## config.mk

```make
export PLATFORM = sky130hd
export DESIGN_NAME = round_robin_time_slice_scheduler_core
export DESIGN_NICKNAME = d
export VERILOG_FILES = /design/src/rrts_pkg.sv /design/src/rrts_admit_fifo.sv /design/src/rrts_done_stack.sv /design/src/rrts_ring.sv /design/src/round_robin_time_slice_scheduler_core.sv
export SDC_FILE = /design/constraint.sdc
export NUM_CORES = 2
export LEC_CHECK = 0
export BUFFER_PORTS_ARGS = -buffer_cell sky130_fd_sc_hd__buf_2
export CAP_MARGIN = 15
export CELL_PAD_IN_SITES_DETAIL_PLACEMENT = 2
export CELL_PAD_IN_SITES_GLOBAL_PLACEMENT = 2
export CORE_MARGIN = 5
export CORE_UTILIZATION = 41
export DETAILED_ROUTE_END_ITERATION = 8
export PLACE_DENSITY = 0.85
export SYNTH_ARGS = -nofsm -noshare
export SYNTH_HDL_FRONTEND = slang
export SYNTH_SLANG_ARGS = --single-unit
```

## constraint.sdc

```tcl
create_clock -name clk -period 12.8 [get_ports clk]
set_input_delay 1.28 -clock clk [delete_from_list [all_inputs] [get_ports clk]]
set_output_delay 1.28 -clock clk [all_outputs]
set_load 0.005 [all_outputs]
```

## src/rrts_pkg.sv

```systemverilog
// Shared types, sizes and codes for the round-robin time-slice scheduler.
// Depends on nothing; every other file of the block imports it.
`default_nettype none

package rrts_pkg;

    localparam int ADMIT_DEPTH = 16;
    localparam int RING_DEPTH  = 16;
    localparam int STACK_DEPTH = 16;

    localparam int AIW = $clog2(ADMIT_DEPTH);
    localparam int ACW = $clog2(ADMIT_DEPTH + 1);
    localparam int RCW = $clog2(RING_DEPTH + 1);
    localparam int SIW = $clog2(STACK_DEPTH);
    localparam int SCW = $clog2(STACK_DEPTH + 1);

    localparam int JOB_ID_W   = 16;
    localparam int JOB_TIME_W = 16;
    localparam int QUANTUM_W  = 16;
    localparam int CMD_W      = 2;
    localparam int STATUS_W   = 3;
    localparam int JOB_W      = JOB_ID_W + JOB_TIME_W;
    localparam int DATA_W     = ((JOB_W + 7) / 8) * 8;

    localparam logic [QUANTUM_W-1:0] QUANTUM_RESET = QUANTUM_W'(1);

    typedef logic [JOB_ID_W-1:0]   job_id_t;
    typedef logic [JOB_TIME_W-1:0] job_time_t;
    typedef logic [QUANTUM_W-1:0]  quantum_t;

    typedef struct packed {
        job_time_t job_time;
        job_id_t   job_id;
    } job_t;

    typedef enum logic [CMD_W-1:0] {
        CMD_LOAD   = 2'd0,
        CMD_TICK   = 2'd1,
        CMD_UNLOAD = 2'd2
    } cmd_t;

    typedef enum logic [STATUS_W-1:0] {
        ST_RUN      = 3'd0,
        ST_IDLE     = 3'd1,
        ST_UNLOADED = 3'd2,
        ST_EMPTY    = 3'd3,
        ST_REFUSED  = 3'd4
    } status_t;

    typedef struct packed {
        logic full;
        logic empty;
        job_t head;
    } fifo_stat_t;

    typedef struct packed {
        logic    full;
        logic    empty;
        job_id_t top;
    } stack_stat_t;

    typedef struct packed {
        logic    admit_take;
        logic    finish_push;
        job_id_t finish_id;
    } ring_ctl_t;

    typedef struct packed {
        logic      run;
        job_id_t   job_id;
        job_time_t remaining;
    } tick_res_t;

endpackage

`default_nettype wire

```

## src/rrts_admit_fifo.sv

```systemverilog
// Admission FIFO of jobs waiting to enter the ring, as a circular register array.
// Depends on rrts_pkg.
`default_nettype none

module rrts_admit_fifo (
    input  logic               clk,
    input  logic               rst_n,
    input  logic               push,
    input  rrts_pkg::job_t     push_job,
    input  logic               pop,
    output rrts_pkg::fifo_stat_t stat
);
    import rrts_pkg::*;

    job_t           mem_reg [ADMIT_DEPTH];
    logic [AIW-1:0] head_reg;
    logic [AIW-1:0] head_next;
    logic [ACW-1:0] count_reg;
    logic [ACW-1:0] count_next;
    logic [ACW:0]   tail_sum;
    logic [ACW:0]   tail_wrap;
    logic [AIW-1:0] tail;
    logic           full;
    logic           empty;
    logic           push_ok;
    logic           pop_ok;

    assign full    = (count_reg == ACW'(ADMIT_DEPTH));
    assign empty   = (count_reg == '0);
    assign push_ok = push && !full;
    assign pop_ok  = pop && !empty;

    always_comb
    begin
        tail_sum  = (ACW+1)'(head_reg) + (ACW+1)'(count_reg);
        tail_wrap = (tail_sum >= (ACW+1)'(ADMIT_DEPTH)) ?
                    tail_sum - (ACW+1)'(ADMIT_DEPTH) : tail_sum;
        tail      = tail_wrap[AIW-1:0];
        head_next = head_reg;
        if (pop_ok)
        begin
            head_next = (head_reg == AIW'(ADMIT_DEPTH - 1)) ? '0 : head_reg + 1'b1;
        end
        count_next = count_reg + ACW'(push_ok) - ACW'(pop_ok);
    end

    always_ff @(posedge clk)
    begin
        if (push_ok)
        begin
            mem_reg[tail] <= push_job;
        end
    end

    always_ff @(posedge clk or negedge rst_n)
    begin
        if (!rst_n)
        begin
            head_reg  <= '0;
            count_reg <= '0;
        end
        else
        begin
            head_reg  <= head_next;
            count_reg <= count_next;
        end
    end

    assign stat.full  = full;
    assign stat.empty = empty;
    assign stat.head  = mem_reg[head_reg];

endmodule

`default_nettype wire

```

## src/rrts_done_stack.sv

```systemverilog
// Completion stack holding the ids of finished jobs until they are unloaded.
// Depends on rrts_pkg.
`default_nettype none

module rrts_done_stack (
    input  logic                  clk,
    input  logic                  rst_n,
    input  logic                  push,
    input  rrts_pkg::job_id_t     push_id,
    input  logic                  pop,
    output rrts_pkg::stack_stat_t stat
);
    import rrts_pkg::*;

    job_id_t        mem_reg [STACK_DEPTH];
    logic [SCW-1:0] count_reg;
    logic [SCW-1:0] count_next;
    logic [SCW-1:0] top_cnt;
    logic [SIW-1:0] top_idx;
    logic [SIW-1:0] push_idx;
    logic           full;
    logic           empty;
    logic           push_ok;
    logic           pop_ok;

    assign full     = (count_reg == SCW'(STACK_DEPTH));
    assign empty    = (count_reg == '0);
    assign push_ok  = push && !full;
    assign pop_ok   = pop && !empty;
    assign top_cnt  = count_reg - 1'b1;
    assign top_idx  = top_cnt[SIW-1:0];
    assign push_idx = count_reg[SIW-1:0];

    always_comb
    begin
        count_next = count_reg + SCW'(push_ok) - SCW'(pop_ok);
    end

    always_ff @(posedge clk)
    begin
        if (push_ok)
        begin
            mem_reg[push_idx] <= push_id;
        end
    end

    always_ff @(posedge clk or negedge rst_n)
    begin
        if (!rst_n)
        begin
            count_reg <= '0;
        end
        else
        begin
            count_reg <= count_next;
        end
    end

    assign stat.full  = full;
    assign stat.empty = empty;
    assign stat.top   = mem_reg[top_idx];

endmodule

`default_nettype wire

```

## src/rrts_ring.sv

```systemverilog
// Run ring as a shift line with its head always in slot 0, plus the tick datapath:
// retire a finished head, admit one job, run one slice and rotate. Depends on rrts_pkg.
`default_nettype none

module rrts_ring (
    input  logic                clk,
    input  logic                rst_n,
    input  logic                tick,
    input  rrts_pkg::quantum_t  quantum,
    input  logic                admit_valid,
    input  rrts_pkg::job_t      admit_job,
    input  logic                stack_full,
    output rrts_pkg::ring_ctl_t ctl,
    output rrts_pkg::tick_res_t res
);
    import rrts_pkg::*;

    job_t           slot_reg  [RING_DEPTH];
    job_t           slot_next [RING_DEPTH];
    job_t           ext       [RING_DEPTH + 2];
    logic [RCW-1:0] count_reg;
    logic [RCW-1:0] count_next;
    logic [RCW-1:0] n1;
    logic [RCW-1:0] n2;
    logic [RCW-1:0] a_pos;
    logic [RCW-1:0] h_pos;
    logic [1:0]     shift;
    logic           retire;
    logic           admit;
    logic           run;
    logic           rotate;
    job_t           head;
    job_time_t      rem;

    always_comb
    begin
        // A finished head leaves for the stack only when the stack has room.
        retire = (count_reg != '0) && (slot_reg[0].job_time == '0) && !stack_full;
        n1     = count_reg - RCW'(retire);
        admit  = admit_valid && (n1 != RCW'(RING_DEPTH));
        n2     = n1 + RCW'(admit);
        run    = (n2 != '0);

        if (n1 == '0)
        begin
            head = admit_job;
        end
        else if (retire)
        begin
            head = slot_reg[1];
        end
        else
        begin
            head = slot_reg[0];
        end

        rem    = (head.job_time > quantum) ? head.job_time - quantum : '0;
        rotate = run && (rem != '0);
        shift  = {1'b0, retire} + {1'b0, rotate};
        a_pos  = n1 - RCW'(rotate);
        h_pos  = rotate ? n2 - 1'b1 : '0;

        for (int i = 0; i < RING_DEPTH + 2; i++)
        begin
            ext[i] = slot_reg[(i < RING_DEPTH) ? i : RING_DEPTH - 1];
        end

        for (int i = 0; i < RING_DEPTH; i++)
        begin
            slot_next[i] = slot_reg[i];
            if (tick)
            begin
                slot_next[i] = ext[i + int'(shift)];
                if (admit && (a_pos == RCW'(i)))
                begin
                    slot_next[i] = admit_job;
                end
                if (run && (h_pos == RCW'(i)))
                begin
                    slot_next[i].job_id   = head.job_id;
                    slot_next[i].job_time = rem;
                end
            end
        end

        count_next = tick ? n2 : count_reg;
    end

    always_ff @(posedge clk)
    begin
        slot_reg <= slot_next;
    end

    always_ff @(posedge clk or negedge rst_n)
    begin
        if (!rst_n)
        begin
            count_reg <= '0;
        end
        else
        begin
            count_reg <= count_next;
        end
    end

    assign ctl.admit_take  = tick && admit;
    assign ctl.finish_push = tick && retire;
    assign ctl.finish_id   = slot_reg[0].job_id;
    assign res.run         = run;
    assign res.job_id      = head.job_id;
    assign res.remaining   = rem;

endmodule

`default_nettype wire

```

## src/round_robin_time_slice_scheduler_core.sv

```systemverilog
// Top level of the round-robin time-slice scheduler: input register, command decode,
// result register and quantum register. Depends on rrts_pkg and the three submodules.
//
// Each beat carries one command (load, tick or unload) in s_axis_tuser and a job in
// s_axis_tdata. A beat is registered, then executed against the admission FIFO, the
// run ring and the completion stack, and its result, if any, is registered for m_axis.
// One beat is taken every cycle as long as m_axis_tready stays high; a result passes
// through the input register and the result register before it is presented on m_axis.
// A successful load and command code three give no result. The quantum is written
// through cfg_wr_en and cfg_wr_data and resets to one; the user must write it only
// while the block is idle, which the block itself does not enforce.
`default_nettype none

module round_robin_time_slice_scheduler_core (
    input  logic                          clk,
    input  logic                          rst_n,
    input  logic                          s_axis_tvalid,
    output logic                          s_axis_tready,
    // job_id [15:0], job_time [31:16]
    input  logic [rrts_pkg::DATA_W-1:0]   s_axis_tdata,
    // command [1:0]
    input  logic [rrts_pkg::CMD_W-1:0]    s_axis_tuser,
    output logic                          m_axis_tvalid,
    input  logic                          m_axis_tready,
    // out_job_id [15:0], out_remaining [31:16]
    output logic [rrts_pkg::DATA_W-1:0]   m_axis_tdata,
    // status [2:0]
    output logic [rrts_pkg::STATUS_W-1:0] m_axis_tuser,
    input  logic                          cfg_wr_en,
    input  logic [rrts_pkg::QUANTUM_W-1:0] cfg_wr_data
);
    import rrts_pkg::*;

    logic             in_valid_reg;
    logic [CMD_W-1:0] in_cmd_reg;
    job_t             in_job_reg;
    quantum_t         quantum_reg;

    logic             out_valid_reg;
    logic             out_valid_next;
    status_t          out_status_reg;
    job_id_t          out_id_reg;
    job_time_t        out_rem_reg;

    logic             proceed;
    logic             has_res;
    status_t          res_status;
    job_id_t          res_id;
    job_time_t        res_rem;
    logic             fifo_push;
    logic             stack_pop;
    logic             tick;

    fifo_stat_t       fifo_stat;
    stack_stat_t      stack_stat;
    ring_ctl_t        ring_ctl;
    tick_res_t        tick_res;

    assign proceed       = in_valid_reg && (!out_valid_reg || m_axis_tready);
    assign s_axis_tready = !in_valid_reg || proceed;

    always_comb
    begin
        has_res    = 1'b0;
        res_status = ST_RUN;
        res_id     = '0;
        res_rem    = '0;
        fifo_push  = 1'b0;
        stack_pop  = 1'b0;
        tick       = 1'b0;
        case (cmd_t'(in_cmd_reg))
            CMD_LOAD:
            begin
                if (fifo_stat.full)
                begin
                    has_res    = proceed;
                    res_status = ST_REFUSED;
                end
                else
                begin
                    fifo_push = proceed;
                end
            end
            CMD_TICK:
            begin
                tick    = proceed;
                has_res = proceed;
                if (tick_res.run)
                begin
                    res_status = ST_RUN;
                    res_id     = tick_res.job_id;
                    res_rem    = tick_res.remaining;
                end
                else
                begin
                    res_status = ST_IDLE;
                end
            end
            CMD_UNLOAD:
            begin
                has_res = proceed;
                if (stack_stat.empty)
                begin
                    res_status = ST_EMPTY;
                end
                else
                begin
                    stack_pop  = proceed;
                    res_status = ST_UNLOADED;
                    res_id     = stack_stat.top;
                end
            end
            default:
            begin
                has_res = 1'b0;
            end
        endcase

        if (has_res)
        begin
            out_valid_next = 1'b1;
        end
        else if (m_axis_tready)
        begin
            out_valid_next = 1'b0;
        end
        else
        begin
            out_valid_next = out_valid_reg;
        end
    end

    rrts_admit_fifo u_fifo (
        .clk      (clk),
        .rst_n    (rst_n),
        .push     (fifo_push),
        .push_job (in_job_reg),
        .pop      (ring_ctl.admit_take),
        .stat     (fifo_stat)
    );

    rrts_done_stack u_stack (
        .clk     (clk),
        .rst_n   (rst_n),
        .push    (ring_ctl.finish_push),
        .push_id (ring_ctl.finish_id),
        .pop     (stack_pop),
        .stat    (stack_stat)
    );

    rrts_ring u_ring (
        .clk         (clk),
        .rst_n       (rst_n),
        .tick        (tick),
        .quantum     (quantum_reg),
        .admit_valid (!fifo_stat.empty),
        .admit_job   (fifo_stat.head),
        .stack_full  (stack_stat.full),
        .ctl         (ring_ctl),
        .res         (tick_res)
    );

    always_ff @(posedge clk or negedge rst_n)
    begin
        if (!rst_n)
        begin
            in_valid_reg  <= 1'b0;
            out_valid_reg <= 1'b0;
            quantum_reg   <= QUANTUM_RESET;
        end
        else
        begin
            out_valid_reg <= out_valid_next;
            if (s_axis_tready)
            begin
                in_valid_reg <= s_axis_tvalid;
            end
            if (cfg_wr_en)
            begin
                quantum_reg <= cfg_wr_data;
            end
        end
    end

    always_ff @(posedge clk)
    begin
        if (s_axis_tready && s_axis_tvalid)
        begin
            in_cmd_reg <= s_axis_tuser;
            in_job_reg <= job_t'(s_axis_tdata[JOB_W-1:0]);
        end
        if (has_res)
        begin
            out_status_reg <= res_status;
            out_id_reg     <= res_id;
            out_rem_reg    <= res_rem;
        end
    end

    assign m_axis_tvalid = out_valid_reg;
    assign m_axis_tdata  = DATA_W'({out_rem_reg, out_id_reg});
    assign m_axis_tuser  = out_status_reg;

endmodule

`default_nettype wire

```

=== After elaboration in Yosys (flattened, before gate mapping) ===
Memories as Yosys holds them, arrays and structs flattened.
Cells that the tools add are included.

* Add/subtract/negate cells: 29
* $lt $le $gt $ge: 18
* Eq/ne operators: 36
* Muxes and demuxes: 106
* Bitwise gates (word level): 16
* Reduce and logical (&&, ||, !) cells: 65

{| class="wikitable"
|+ Operator list
! kind !! count
|-
| $bmux 32 s5 || 16
|-
| $mux 32 || 66
|-
| $ge 32x6->1 const B || 16
|-
| $not 32->32 || 15
|-
| $eq 5x4->1 const B || 16
|-
| $mux 16 || 3
|-
| $logic_and 1x1->1 || 44
|-
| $add 4x2->5 const A || 8
|-
| $eq 5x3->1 const B || 8
|-
| $not 2->32 || 1
|-
| $pmux 16 s2 || 1
|-
| $logic_not 5->1 || 5
|-
| $eq 5x2->1 const B || 4
|-
| $sub 5x1->5 || 4
|-
| $add 3x2->4 const A || 4
|-
| $gt 16x16->1 || 1
|-
| $logic_not 16->1 || 1
|-
| $reduce_bool 16->1 || 1
|-
| $sub 16x16->16 || 1
|-
| $add 5x1->5 || 3
|-
| $mux 1 || 14
|-
| $eq 5x1->1 const B || 2
|-
| $eq 5x5->1 const B || 2
|-
| $reduce_bool 5->1 || 2
|-
| 23 further kinds || 32
|}

* Register bits after elaboration: 618
* Memory bits (writable): 768
* Input port bits: 55
* Output and inout bits: 37
* Logic and storage cells: 317
* Memories: 2

{| class="wikitable"
|+ Memories
! memory !! depth !! bits a word !! rd ports !! clocked after Yosys merged registers in !! write ports !! RTL line !! text
|-
| u_fifo.mem_reg || 16 || 32 || 1 || 0 || 1 || rrts_admit_fifo.sv:15 || <nowiki>job_t mem_reg [ADMIT_DEPTH];</nowiki>
|-
| u_stack.mem_reg || 16 || 16 || 1 || 0 || 1 || rrts_done_stack.sv:15 || <nowiki>job_id_t mem_reg [STACK_DEPTH];</nowiki>
|}

=== Logic depth before layout (Yosys ltp) ===
* Word-level depth: 18
* Mapped depth: 41
* Depth with buffers taken out: 33

=== Hierarchy ===
From an unflattened synthesis, not the netlist that was laid out.

* Cell total of the unflattened synthesis: 5342
* Area total of the unflattened synthesis: 77673.2 um^2

{| class="wikitable"
|+ By module, submodules not included
! module !! instances !! cells each !! area each (um^2) !! sequential area each (um^2)
|-
| rrts_ring || 1 || 3810 || 43874.6 || 15499.9
|-
| rrts_admit_fifo || 1 || 876 || 20015.4 || 15600.0
|-
| rrts_done_stack || 1 || 452 || 10343.7 || 7812.5
|-
| round_robin_time_slice_scheduler_core || 1 || 204 || 3439.5 || 2523.7
|}

=== Worst setup path after synthesis ===
No wires, ideal clock.

* Path type: in2reg
* From: input port m_axis_tready
* To: register u_ring.slot_reg (netlist bit u_ring.ext[0]), enable pin
* Library setup time: 0.394 ns
* Arrival time: 12.592 ns
* Data required time: 12.406 ns
* Slack: -0.186 ns
* Cell stages on the path: 5
* Path buffers: 1
* Path through: nand2b_1 nand3_1 clkbuf_1 inv_1 o31a_1

* Cells in the longest elaborated chain, start to end: 3

{| class="wikitable"
|+ Ends and longest elaborated chain
! element !! RTL line !! text
|-
| start, declared || round_robin_time_slice_scheduler_core.sv:24 || <nowiki>input logic m_axis_tready,</nowiki>
|-
| $logic_or 1x1->1 || round_robin_time_slice_scheduler_core.sv:59 || <nowiki>assign proceed = in_valid_reg && (!out_valid_reg || m_axis_tready);</nowiki>
|-
| $logic_and 1x1->1 || round_robin_time_slice_scheduler_core.sv:59 ||
|-
| $mux 1 || round_robin_time_slice_scheduler_core.sv:71 || <nowiki>case (cmd_t'(in_cmd_reg))</nowiki>
|-
| named net tick || round_robin_time_slice_scheduler_core.sv:52 || <nowiki>logic tick;</nowiki>
|-
| end signal, assigned || rrts_ring.sv:91 || <nowiki>slot_reg <= slot_next;</nowiki>
|-
| end, declared || rrts_ring.sv:18 || <nowiki>job_t slot_reg [RING_DEPTH];</nowiki>
|}

The timed path passes the listed nets, and every way through them passes these cells.
A chain may end at the register's enable or synchronous reset.

=== Final worst setup path ===
* From: register u_ring.slot_reg (netlist bit u_ring.ext[565])
* To: register u_ring.slot_reg (netlist bit u_ring.ext[448]) (data pin)

* Cells in the longest elaborated chain, start to end: 18
* Elaborated cells on any way between the ends: 31
* Classes of those cells: 7 x add/sub; 1 x order compare; 3 x eq/ne; 9 x mux; 1 x bitwise; 10 x reduce/logical

{| class="wikitable"
|+ Ends and longest elaborated chain
! element !! RTL line !! text
|-
| $logic_not 16->1 || rrts_ring.sv:38 || <nowiki>retire = (count_reg != '0) && (slot_reg[0].job_time == '0) && !stack_full;</nowiki>
|-
| $logic_and 1x1->1 (2 in series) || rrts_ring.sv:38 ||
|-
| $sub 5x1->5 || rrts_ring.sv:39 || <nowiki>n1 = count_reg - RCW'(retire);</nowiki>
|-
| $logic_not 5->1 || rrts_ring.sv:44 || <nowiki>if (n1 == '0)</nowiki>
|-
| $mux 32 || rrts_ring.sv:44 ||
|-
| $sub 16x16->16 / $gt 16x16->1 (equally long branches) || rrts_ring.sv:57 || <nowiki>rem = (head.job_time > quantum) ? head.job_time - quantum : '0;</nowiki>
|-
| $mux 16 || rrts_ring.sv:57 ||
|-
| $reduce_bool 16->1 || rrts_ring.sv:58 || <nowiki>rotate = run && (rem != '0);</nowiki>
|-
| $logic_and 1x1->1 || rrts_ring.sv:58 ||
|-
| $add 1x1->2 || rrts_ring.sv:59 || <nowiki>shift = {1'b0, retire} + {1'b0, rotate};</nowiki>
|-
| $add 2x2->3 || rrts_ring.sv:73 || <nowiki>slot_next[i] = ext[i + int'(shift)];</nowiki>
|-
| $not 32->32 (implied by the code) || rrts_ring.sv:73 ||
|-
| $bmux 32 s5 || rrts_ring.sv:73 ||
|-
| $mux 32 (implied by the code) (2 in series) || rrts_ring.sv:73 ||
|-
| $mux 32 || rrts_ring.sv:74 || <nowiki>if (admit && (a_pos == RCW'(i)))</nowiki>
|-
| $mux 32 (*) || rrts_ring.sv:78 || <nowiki>if (run && (h_pos == RCW'(i)))</nowiki>
|}

Mark *: on every way between the ends. The rest lies on a longest branch, timed or not. The select of a mux whose other input is x is not followed.

==> results.json <==
{
  "crit_slowest_cell": "nor4_1",
  "tightest_slew_ns": 1.39,
  "hold_path_class": "input port to async pin",
  "antenna_found_initial": 21,
  "wl_mm": 326,
  "max_slew_margin_pct": 7.29,
  "end_kind": "flop",
  "syn_avg_cell_area_um2": 14.7,
  "synth-adder-area-share_pct": 0.981,
  "status": "finished with violations",
  "hold_viol": 0,
  "rsz0062_at_grt": "no",
  "viasPerCell": 7.25,
  "reg2reg_from": "u_ring.ext[565]",
  "clk_pin_slew_worst_paths_ns": 0.07,
  "maxCapViolCount": 0,
  "syn_area_mm2": 0.0770,
  "clock_latency_ns": 0.87,
  "cp_max_fo": 38,
  "ctsHoldBuffers": 0,
  "grt_overflow": 0,
  "synth_xor_area_share_pct": 0.461,
  "ys.flop_type": "edfxtp_1",
  "synth_seq_area_share_pct": 53.8,
  "rows": 159,
  "synth.most_common_cell": "edfxtp_1",
  "htree_levels": 4,
  "slowest_delay_ns": 0.93,
  "fmax_mhz": 77.3,
  "cts_made_buffers": 155,
  "io_buffers": 91,
  "ys_top_cells_by_count": "1349 x edfxtp_1, 930 x mux2i_1, 608 x mux4_2",
  "setup_slack_ns": -0.130,
  "vias": 56290,
  "period_share_pct": 101,
  "syn-num-nets": 5355,
  "tns_ns": -0.337,
  "reg2reg_slack_ns": -0.13,
  "r2r.worst_path.cells": 32,
  "setup_viol_count_final": 7,
  "fillers": 17457,
  "critical_path_class": "flop to flop",
  "drive_gt1_share_pct": 23.0,
  "largest_reg_flops": 512,
  "clockBufferDepth": 3,
  "cts_tree": "yes",
  "route.detailed.drc": 0,
  "routabilityCongestion": 0.835,
  "hpwl_mm": 177,
  "synth_top_area_share_pct": 52.6,
  "clock_sinks": 1386,
  "start_util_pct": 41.1,
  "yosys-mux-area-fraction_pct": 31.1,
  "worst_ep_required_time_ns": 13.43,
  "violations": "negative setup slack",
  "dieWidth_um": 443,
  "dp_slack_ns": 1.13,
  "period_needed_ns": 12.93,
  "yosys_warnings": 0,
  "synth-compound-area-share_pct": 5.36,
  "synthCells": 5242,
  "ys_types": 71,
  "cp-start-kind": "flop",
  "r2r_end": "u_ring.ext[448]",
  "first_global_vias": 59733,
  "fin_cells": 7760,
  "synth_edf_count": 1349,
  "worstPathArrival_ns": 13.56,
  "first_iter_violations": 8311,
  "fin_skew_ns": 0.0748,
  "die-area_mm2": 0.197,
  "seq_area_mm2": 0.0414,
  "grt_pass1_wl_mm": 459,
  "slew_violations": 0,
  "routedWlPerCell_um": 42.0,
  "synth_top_family_by_area": "multiplexers",
  "synth-async-reset-ratio_pct": 2.67,
  "synth_area_leaders": "edfxtp_1 53%, mux4_2 18%, mux2i_1 12%",
  "cts_root_buf": "clkbuf_16",
  "ys_ff_latch": 1386,
  "track_usage_pct": 32.1,
  "synth-simple-area-share_pct": 5.29,
  "finalNetCount": 5244,
  "synth_top_area_cell": "edfxtp_1",
  "drtAntennaViolNets": 0,
  "syn2layout_area_growth_pct": 10.6,
  "path_common_cell": "ha_1",
  "firstDrtPassIters": 6,
  "grt_max_degree": 162,
  "dp.cells": 7454,
  "io_pins": 92,
  "multi_input_area_mm2": 0.0336,
  "fp.dieH_um": 443,
  "core_area_mm2": 0.187
}
-- worst max-delay path by stage --
stage                         startpoint  slack [ns]  depth (start not counted)              end
floorplan                  m_axis_tready        3.18                          5    u_ring.ext[0]
global placement    u_stack.count_reg[0]        2.69                         32  u_ring.ext[278]
detailed placement  u_stack.count_reg[0]        1.13                         27  u_ring.ext[226]
CTS                      u_ring.ext[563]        0.37                         28  u_ring.ext[448]
global route        u_stack.count_reg[0]        0.20                         33  u_ring.ext[448]
finish                   u_ring.ext[565]       -0.13                         32  u_ring.ext[448]
-- what timing repair did --
action / in CTS / in global routing
resized for setup: 0 / 2
setup buffers: 0 / 0
setup endpoints to repair: 0 / 3
-- critical path: cells and delay by family (launching register included) --
kind	cells	cell delay, ns
and+or+nand+nor	13	6.15
AOI/OAI and AO/OA	7	2.47
adders and majority gates	5	1.38
buffers and inverters	4	1.07
xor gates and xnor gates	2	0.93
DFF	1	0.46
muxes	1	0.22
-- final cells by class --
cell class | count | area share [%]
sequential | 1386 | 48.7
multi-input combinational | 3316 | 39.5
clock buffer | 188 | 4.76
tap | 2495 | 3.67
timing repair buffer | 220 | 2.04
clock inverter | 95 | 1.14
inverter | 52 | 0.239
antenna | 8 | 0.0235
-- through the flow --
step           hold WS [ns]  utilization [%]  instance area [um2]
2_1_floorplan         0.464                -                77000
3_3_place_gp          0.495             42.6                79800
3_5_place_dp          0.531             42.6                79800
4_1_cts               0.554             45.3                84800
5_1_grt               0.571             45.4                85200
6_report              0.589             45.4                85200
-- logic make-up (layout without fill, tap and decap cells) --
| kind of cell | count (synthesis) | count (layout) |
|---|---|---|
| XOR/XNOR | 39 | 39 |
| AO/OA/AOI/OAI | 715 | 715 |
| buffers and inverters | 540 | 555 |
| adder cells (fa/ha/maj) | 58 | 58 |
| flip-flops | 1386 | 1386 |
| multiplexers | 1621 | 1621 |
| AND/OR/NAND/NOR | 883 | 883 |
| other | 0 | 8 |
-- layer usage --
metal  vias to the layer above  part of all wire [%]  GRT usage (%)
met5                         -                 0.039              0
li1                      20645                     -              -
met2                      4490                    46           50.1
met4                        14                   8.8           22.6
met1                     29452                    35           38.1
met3                      1689                    11           9.51
-- layout by cell type, fill, tap and decap left out, types with 100 or more instances in the layout --
| cell type | count |
|---|---|
| mux4_2 | 608 |
| edfxtp_1 | 1349 |
| a211oi_1 | 100 |
| a21oi_1 | 303 |
| nand2_1 | 321 |
| nor2_1 | 218 |
| clkbuf_16 | 156 |
| mux2i_1 | 929 |
| o21ai_0 | 203 |
| buf_4 | 105 |
Power is left out: the tool's default activity adds up to more than one toggle a clock period on the data nets, which glitch-free logic cannot reach.
